===== src/hw/rtl/mbde_pkg.sv =====
// ----------------------------------------------------------------------------
// mbde_pkg
// Shared types and constants for the multi-button debounce event block.
// ----------------------------------------------------------------------------
package mbde_pkg;

    // number of buttons held in the block (1..8)
    localparam int BUTTONS = 8;
    localparam int BTN_W   = (BUTTONS > 1) ? $clog2(BUTTONS) : 1;

    localparam int CFG_IDX_W  = 2;
    localparam int CFG_DATA_W = 64;

    // configuration register indexes
    localparam logic [CFG_IDX_W-1:0] CFG_DEBOUNCE_TIME = 2'd0;
    localparam logic [CFG_IDX_W-1:0] CFG_COMMAND_TABLE = 2'd1;

    localparam logic [15:0] DEBOUNCE_RESET = 16'd30;

    // item function codes
    localparam logic FUNC_INIT = 1'b0;
    localparam logic FUNC_POLL = 1'b1;

    typedef struct packed {
        logic        func;
        logic [2:0]  button_index;
        logic        pin_level;
        logic [31:0] time_ms;
    } t_in_word;

    typedef struct packed {
        logic        debounced;
        logic        press_event;
        logic [7:0]  command;
        logic [31:0] edge_count;
    } t_out_word;

    typedef struct packed {
        logic [15:0] debounce_time;
        logic [63:0] command_table;
    } t_cfg;

endpackage


===== src/hw/rtl/mbde_cfg.sv =====
// ----------------------------------------------------------------------------
// mbde_cfg
// Configuration register file: debounce time and per-button command bytes.
// ----------------------------------------------------------------------------
module mbde_cfg (
    input  logic                                i_clk,
    input  logic                                i_rst_n,
    input  logic                                i_cfg_valid,
    output logic                                o_cfg_ready,
    input  logic [mbde_pkg::CFG_IDX_W-1:0]      i_cfg_index,
    input  logic [mbde_pkg::CFG_DATA_W-1:0]     i_cfg_data,
    output mbde_pkg::t_cfg                      o_cfg
);

    mbde_pkg::t_cfg r_cfg;

    assign o_cfg_ready = 1'b1;
    assign o_cfg       = r_cfg;

    always_ff @(posedge i_clk) begin
        if (!i_rst_n) begin
            r_cfg.debounce_time <= mbde_pkg::DEBOUNCE_RESET;
            r_cfg.command_table <= '0;
        end else if (i_cfg_valid) begin
            unique case (i_cfg_index)
                mbde_pkg::CFG_DEBOUNCE_TIME: r_cfg.debounce_time <= i_cfg_data[15:0];
                mbde_pkg::CFG_COMMAND_TABLE: r_cfg.command_table <= i_cfg_data;
                default: ;  // unmapped index, write dropped
            endcase
        end
    end

endmodule


===== src/hw/rtl/mbde_in_reg.sv =====
// ----------------------------------------------------------------------------
// mbde_in_reg
// Input register stage: holds one accepted word until the engine takes it.
// ----------------------------------------------------------------------------
module mbde_in_reg (
    input  logic                i_clk,
    input  logic                i_rst_n,
    input  logic                i_valid,
    output logic                o_ready,
    input  mbde_pkg::t_in_word  i_word,
    output logic                o_valid,
    input  logic                i_take,
    output mbde_pkg::t_in_word  o_word
);

    logic               r_valid;
    mbde_pkg::t_in_word r_word;

    assign o_ready = !r_valid || i_take;
    assign o_valid = r_valid;
    assign o_word  = r_word;

    always_ff @(posedge i_clk) begin
        if (!i_rst_n) begin
            r_valid <= 1'b0;
        end else if (o_ready) begin
            r_valid <= i_valid;
        end
    end

    always_ff @(posedge i_clk) begin
        if (o_ready && i_valid) begin
            r_word <= i_word;
        end
    end

endmodule


===== src/hw/rtl/mbde_engine.sv =====
// ----------------------------------------------------------------------------
// mbde_engine
// Per-button debounce state and single-pass update of the addressed button.
// ----------------------------------------------------------------------------
module mbde_engine (
    input  logic                i_clk,
    input  logic                i_rst_n,
    input  logic                i_fire,
    input  mbde_pkg::t_in_word  i_word,
    input  mbde_pkg::t_cfg      i_cfg,
    output mbde_pkg::t_out_word o_res
);

    localparam int B  = mbde_pkg::BUTTONS;
    localparam int BW = mbde_pkg::BTN_W;

    logic [B-1:0]  r_raw;
    logic [B-1:0]  r_stable;
    logic [B-1:0]  r_idle;
    logic [B-1:0]  r_sent;
    logic [31:0]   r_chg [B];
    logic [31:0]   r_total;

    logic [BW-1:0] b;
    logic          in_range;
    logic          cur_raw;
    logic          cur_stable;
    logic          cur_idle;
    logic          cur_sent;
    logic [31:0]   cur_chg;
    logic [31:0]   elapsed;
    logic          held;
    logic          active;

    logic          n_raw;
    logic          n_stable;
    logic          n_idle;
    logic          n_sent;
    logic [31:0]   n_chg;
    logic [31:0]   n_total;
    logic          press;
    logic [7:0]    cmd;

    assign b        = i_word.button_index[BW-1:0];
    assign in_range = {1'b0, i_word.button_index} < 4'(B);

    always_comb begin
        cur_raw    = r_raw[b];
        cur_stable = r_stable[b];
        cur_idle   = r_idle[b];
        cur_sent   = r_sent[b];
        cur_chg    = r_chg[b];
        elapsed    = i_word.time_ms - cur_chg;
        held       = elapsed >= {16'd0, i_cfg.debounce_time};
        active     = i_word.pin_level != cur_idle;

        n_raw    = cur_raw;
        n_stable = cur_stable;
        n_idle   = cur_idle;
        n_sent   = cur_sent;
        n_chg    = cur_chg;
        n_total  = r_total;
        press    = 1'b0;
        cmd      = '0;

        if (i_word.func == mbde_pkg::FUNC_INIT) begin
            n_idle   = i_word.pin_level;
            n_raw    = i_word.pin_level;
            n_stable = i_word.pin_level;
            n_chg    = i_word.time_ms;
            n_sent   = 1'b0;
        end else if (i_word.pin_level != cur_raw) begin
            // raw edge: restart the hold timer
            n_raw = i_word.pin_level;
            n_chg = i_word.time_ms;
        end else if (i_word.pin_level != cur_stable && held) begin
            n_stable = i_word.pin_level;
            if (active && !cur_sent) begin
                n_total = r_total + 32'd1;
                cmd     = i_cfg.command_table[{b, 3'b000} +: 8];
                press   = 1'b1;
                n_sent  = 1'b1;
            end else if (!active) begin
                n_sent = 1'b0;   // back at idle, re-arm
            end
        end

        if (in_range) begin
            o_res.debounced   = n_stable;
            o_res.press_event = press;
            o_res.command     = cmd;
            o_res.edge_count  = n_total;
        end else begin
            o_res.debounced   = 1'b0;
            o_res.press_event = 1'b0;
            o_res.command     = '0;
            o_res.edge_count  = r_total;
        end
    end

    always_ff @(posedge i_clk) begin
        if (!i_rst_n) begin
            r_raw    <= '0;
            r_stable <= '0;
            r_idle   <= '0;
            r_sent   <= '0;
            r_total  <= '0;
            for (int i = 0; i < B; i++) begin
                r_chg[i] <= '0;
            end
        end else if (i_fire && in_range) begin
            r_raw[b]    <= n_raw;
            r_stable[b] <= n_stable;
            r_idle[b]   <= n_idle;
            r_sent[b]   <= n_sent;
            r_chg[b]    <= n_chg;
            r_total     <= n_total;
        end
    end

endmodule


===== src/hw/rtl/multi_button_debounce_event.sv =====
// ----------------------------------------------------------------------------
// multi_button_debounce_event
// Debouncer for up to eight buttons sharing one sample stream, with press
// events carrying a per-button command byte.
// ----------------------------------------------------------------------------
// Usage:
//   Input channel (i_in_valid / o_in_ready / i_in_item): one word per sample,
//   naming the button, its pin level and the millisecond time. An init word
//   captures the idle level; poll words run the debounce timer.
//   Output channel (o_out_valid / i_out_ready / o_out_item): exactly one word
//   per input word, in order: stable level, press flag, command byte and the
//   running press count.
//   Config channel (i_cfg_valid / o_cfg_ready / i_cfg_index / i_cfg_data):
//   index 0 debounce time in ms, index 1 command table. Always ready; write
//   only while no word is in flight.
//   Datapath: an accepted word waits in the input register, which feeds the
//   state update; its result is registered when the output register frees.
//   Throughput: one word per cycle when not stalled; the per-button state
//   update is one subtract and compare on the addressed button's registers.
//   Reset: synchronous, active low; all button state and the press count
//   clear, debounce time returns to 30 ms, command table to zero.
//   Stall: a held result keeps its register; the input register still takes
//   one more word, then o_in_ready drops until the output is taken.
// ----------------------------------------------------------------------------
module multi_button_debounce_event (
    input  logic                             i_clk,
    input  logic                             i_rst_n,
    input  logic                             i_in_valid,
    output logic                             o_in_ready,
    input  mbde_pkg::t_in_word               i_in_item,
    output logic                             o_out_valid,
    input  logic                             i_out_ready,
    output mbde_pkg::t_out_word              o_out_item,
    input  logic                             i_cfg_valid,
    output logic                             o_cfg_ready,
    input  logic [mbde_pkg::CFG_IDX_W-1:0]   i_cfg_index,
    input  logic [mbde_pkg::CFG_DATA_W-1:0]  i_cfg_data
);

    mbde_pkg::t_cfg      cfg;
    mbde_pkg::t_in_word  stage_word;
    mbde_pkg::t_out_word res;
    logic                stage_valid;
    logic                advance;
    logic                fire;

    logic                r_out_valid;
    mbde_pkg::t_out_word r_out_item;

    // result register frees up when empty or being drained this cycle
    assign advance = !r_out_valid || i_out_ready;
    assign fire    = stage_valid && advance;

    mbde_cfg u_cfg (
        .i_clk       (i_clk),
        .i_rst_n     (i_rst_n),
        .i_cfg_valid (i_cfg_valid),
        .o_cfg_ready (o_cfg_ready),
        .i_cfg_index (i_cfg_index),
        .i_cfg_data  (i_cfg_data),
        .o_cfg       (cfg)
    );

    mbde_in_reg u_in_reg (
        .i_clk   (i_clk),
        .i_rst_n (i_rst_n),
        .i_valid (i_in_valid),
        .o_ready (o_in_ready),
        .i_word  (i_in_item),
        .o_valid (stage_valid),
        .i_take  (advance),
        .o_word  (stage_word)
    );

    // state is committed on the same edge the result is registered, so a
    // following word for the same button sees the updated state
    mbde_engine u_engine (
        .i_clk   (i_clk),
        .i_rst_n (i_rst_n),
        .i_fire  (fire),
        .i_word  (stage_word),
        .i_cfg   (cfg),
        .o_res   (res)
    );

    always_ff @(posedge i_clk) begin
        if (!i_rst_n) begin
            r_out_valid <= 1'b0;
        end else if (advance) begin
            r_out_valid <= stage_valid;
        end
    end

    always_ff @(posedge i_clk) begin
        if (fire) begin
            r_out_item <= res;
        end
    end

    assign o_out_valid = r_out_valid;
    assign o_out_item  = r_out_item;

endmodule


===== config.mk =====
export PLATFORM = sky130hd
export DESIGN_NAME = multi_button_debounce_event
export DESIGN_NICKNAME = d
export VERILOG_FILES = /design/src/hw/rtl/mbde_pkg.sv /design/src/hw/rtl/mbde_cfg.sv /design/src/hw/rtl/mbde_in_reg.sv /design/src/hw/rtl/mbde_engine.sv /design/src/hw/rtl/multi_button_debounce_event.sv
export SDC_FILE = /design/constraint.sdc
export NUM_CORES = 1
export LEC_CHECK = 0
export ABC_AREA = 1
export BUFFER_PORTS_ARGS = -buffer_cell sky130_fd_sc_hd__buf_2
export CORE_ASPECT_RATIO = 0.9
export CORE_MARGIN = 2
export CORE_UTILIZATION = 55
export CTS_CLUSTER_DIAMETER = 150
export DETAILED_ROUTE_END_ITERATION = 16
export PLACE_DENSITY = 0.76
export SLEW_MARGIN = 20
export SYNTH_ARGS = -nofsm -noshare
export SYNTH_HDL_FRONTEND = slang
export SYNTH_SLANG_ARGS = --single-unit

===== constraint.sdc =====
create_clock -name i_clk -period 4.4 [get_ports i_clk]
set_clock_uncertainty 0.05 [all_clocks]
set_input_delay 0.88 -clock i_clk [delete_from_list [all_inputs] [get_ports i_clk]]
set_output_delay 0.88 -clock i_clk [all_outputs]
set_load 0.05 [all_outputs]

==> results.toml <==
[run_status]
status = "finished, violations left"
failed_checks = "negative setup slack"

[clock_tree]
path_clk_slew_ns = 0.06
ctsHtreeMaxLevel = 2
cts.sinks = 484
cts_made_buffers = 49
insertion_delay_ns = 0.60
clock_path_buffers = 3
cts_hold_buf = 0
tritoncts = "yes"
cts-root-buf = "clkbuf_16"

[setup_path]
cp-end-kind = "flip-flop"
path_max_fanout = 7
critPathKind = "reg -> reg"
slowest_stage = "dfxtp_4"
cp.required_ns = 4.71
critPathLaunchType = "flip-flop"
cp_slowest_stage_delay_ns = 0.39
cp.arrival_ns = 4.78

[routing]
ant_nets = 0
vias_per_cell = 5.81
drt_iter0_markers = 2537
wl_per_cell_um = 19.7
drc = 0
num_vias = 20700
finalWirelength_um = 70400
drt_pre_antenna_iters = 6

[global_route]
grt_pass1_wl_um = 106000
met1_usage = 0.400
met2_usage = 0.510
grt_usage = 0.307
antenna_found_initial = 4
grt_overflow_total = 0
grt_use_met3 = 0.0691
grt_max_degree = 73
grt_pass1_vias = 19700
busiest_layer = "met2"

[placement]
place_area_um2 = 25500
io_buffers = 151
gp_congestion = 0.906
dpl.hpwl_um = 44600

[hold_path]
hold_path_class = "reg -> reg"

[final_layout]
area_delta_synth_final_pct = 21.5
fin_util = 0.678
layout-drive-gt1-share = 0.192
diodes = 0
post-route-cell-area_um2 = 28400
nets = 3138

[synth]
ys_dominant_reg_cell = "edfxtp_1"
yosys-top-cells-area = "edfxtp_1, dfxtp_1, nor2_1"
netlist_area_um2 = 23400
yosysWarnings = 0
synthDistinctLibCells = 53
yosys_register_bits = 484
async_flop_share = 0
yosysTopAreaCellShare = 0.430
avgSynthCellArea_um2 = 8.56
syn_inst = 2729
synth_top_area_cell = "edfxtp_1"
synth_edf_count = 335
synth_nets = 2888
synth.most_common_cell = "nor2_1"
synth_commonest_cells = "nor2_1, nand2_1, edfxtp_1"
seq_area_frac_synth = 0.558

[timing]
period_share = 1.01
tightest_slew_ns = 0.991
relSlewSlack = 0.337
finalSetupViolations = 25
max_clock_freq_mhz = 224
layout_min_cycle_time_ns = 4.47
drv_slew = 0
hold_violations = 0
layout_setup_ws_ns = -0.0652
rsz0062_at_grt = "yes"

[floorplanning]
io_pins = 153
dieWidth_um = 221
core_um2 = 41800
die_h_um = 200
die_area_um2 = 44200
start_util = 0.559
rows = 71

[pwr]
p_leak_nw = 11.9
peakVddDrop_mv = 0.315
power_density_nw_per_um2 = 421

[flow_run]
maxCapViolCount = 0
[stage by stage]
stage	worst slack [ns]	hold slack [ns]	instances	setup TNS, ns	power [mW]
4_1_cts	-0.0216	0.379	3541	-0.0480	11.7
6_report	-0.0652	0.401	3566	-0.491	12.0
5_1_grt	-0.329	0.392	3566	-22.25	12.4
3_5_place_dp	-0.382	0.396	3444	-23.19	7.39
2_1_floorplan	0.0227	0.375	2729	0	6.56
3_3_place_gp	-0.332	0.386	3444	-18.55	7.34
[final timing paths]
| check | from | to | slack, ns | cells past startpoint |
|---|---|---|---|---|
| setup / recovery | flip-flop | o_out_item[41] | -0.07 | 31 |
| hold / removal | u_cfg.o_cfg[44] | u_cfg.o_cfg[44] | 0.40 | 2 |
| setup reg to reg | flip-flop | o_out_item[41] | -0.07 | 31 |
| hold reg to reg | u_cfg.o_cfg[44] | u_cfg.o_cfg[44] | 0.40 | 2 |
[where the power goes]
| group | internal, mW | leakage (nW) | switching [mW] |
|---|---|---|---|
| clock network | 2.47 | 0.792 | 1.80 |
| registers | 5.08 | 4.63 | 0.115 |
| logic | 0.945 | 6.47 | 1.55 |
[state kept, by name (all words and copies together) (netlist names), named ones only]
name               count
u_in_reg.o_word       37
u_engine.r_chg       256
u_engine.r_raw         8
u_engine.r_stable      8
u_engine.r_total      32
u_cfg.o_cfg           80
o_out_item            42
u_engine.r_idle        8
o_out_valid            1
u_in_reg.o_valid       1
u_engine.r_sent        8
[metal layers]
layer,share of wire,up-vias,wire length [um]
met5,0.00064,-,45
met4,0.035,6,2440
met3,0.11,204,7650
met2,0.47,1215,33100
met1,0.39,9672,27100
li1,-,9635,-
[cell usage in the layout (no fill, tap or decap), drive strengths merged, types with 2 or more instances in the layout]
master and instances:
a41oi 3, nand2 486, clkbuf 70, a221oi 12, nand4 13, edfxtp 335
nor4 5, ha 50, o21ai 320, nor2 612, o22ai 55, nand3b 2
a22oi 4, o21bai 4, or2 2, bufinv 6, o221ai 29, inv 289
xor2 20, nand3 92, clkinv 23, nor3 19, o211ai 4, dfxtp 149
a22o 7, and2 3, a211oi 2, a21oi 85, buf 308
[cell type report]
type                            count  area, um2
Clock buffer                       65       1320
Clock inverter                     26        318
Fill cell                        3189      13500
Inverter                          293       1120
Multi-Input combinational cell   1837       9530
Sequential cell                   484      13100
Tap cell                          547        684
Timing Repair Buffer              314       2370
[what timing repair did]
| item | CTS | global route |
|---|---|---|
| pin swaps | 11 | 47 |
| resized for setup | 71 | 178 |
| setup endpoints to repair | 90 | 90 |
| gates cloned | 4 | 5 |
| setup buffers | 2 | 20 |
[logic make-up (layout without fill, tap and decap cells)]
group,count (synthesis),in the layout,synth area share
adders and majority gates,51,51,0.0276
DFF,484,484,0.558
muxes,1,1,0.000428
and+or+nand+nor,1234,1235,0.212
buffers and inverters,409,698,0.0668
AOI/OAI and AO/OA,528,528,0.126
other,1,1,0.000160
xor gates and xnor gates,21,21,0.00899
[critical path, delay by kind of cell, from the launching register on]
family	cells	cell delay [ns]
simple gates	21	2.01
fa+ha+maj	2	0.60
compound gates	3	0.56
buf+inv	4	0.41
flops	1	0.39
xor+xnor	1	0.19
No activity file was read; power rests on OpenSTA's default activity.
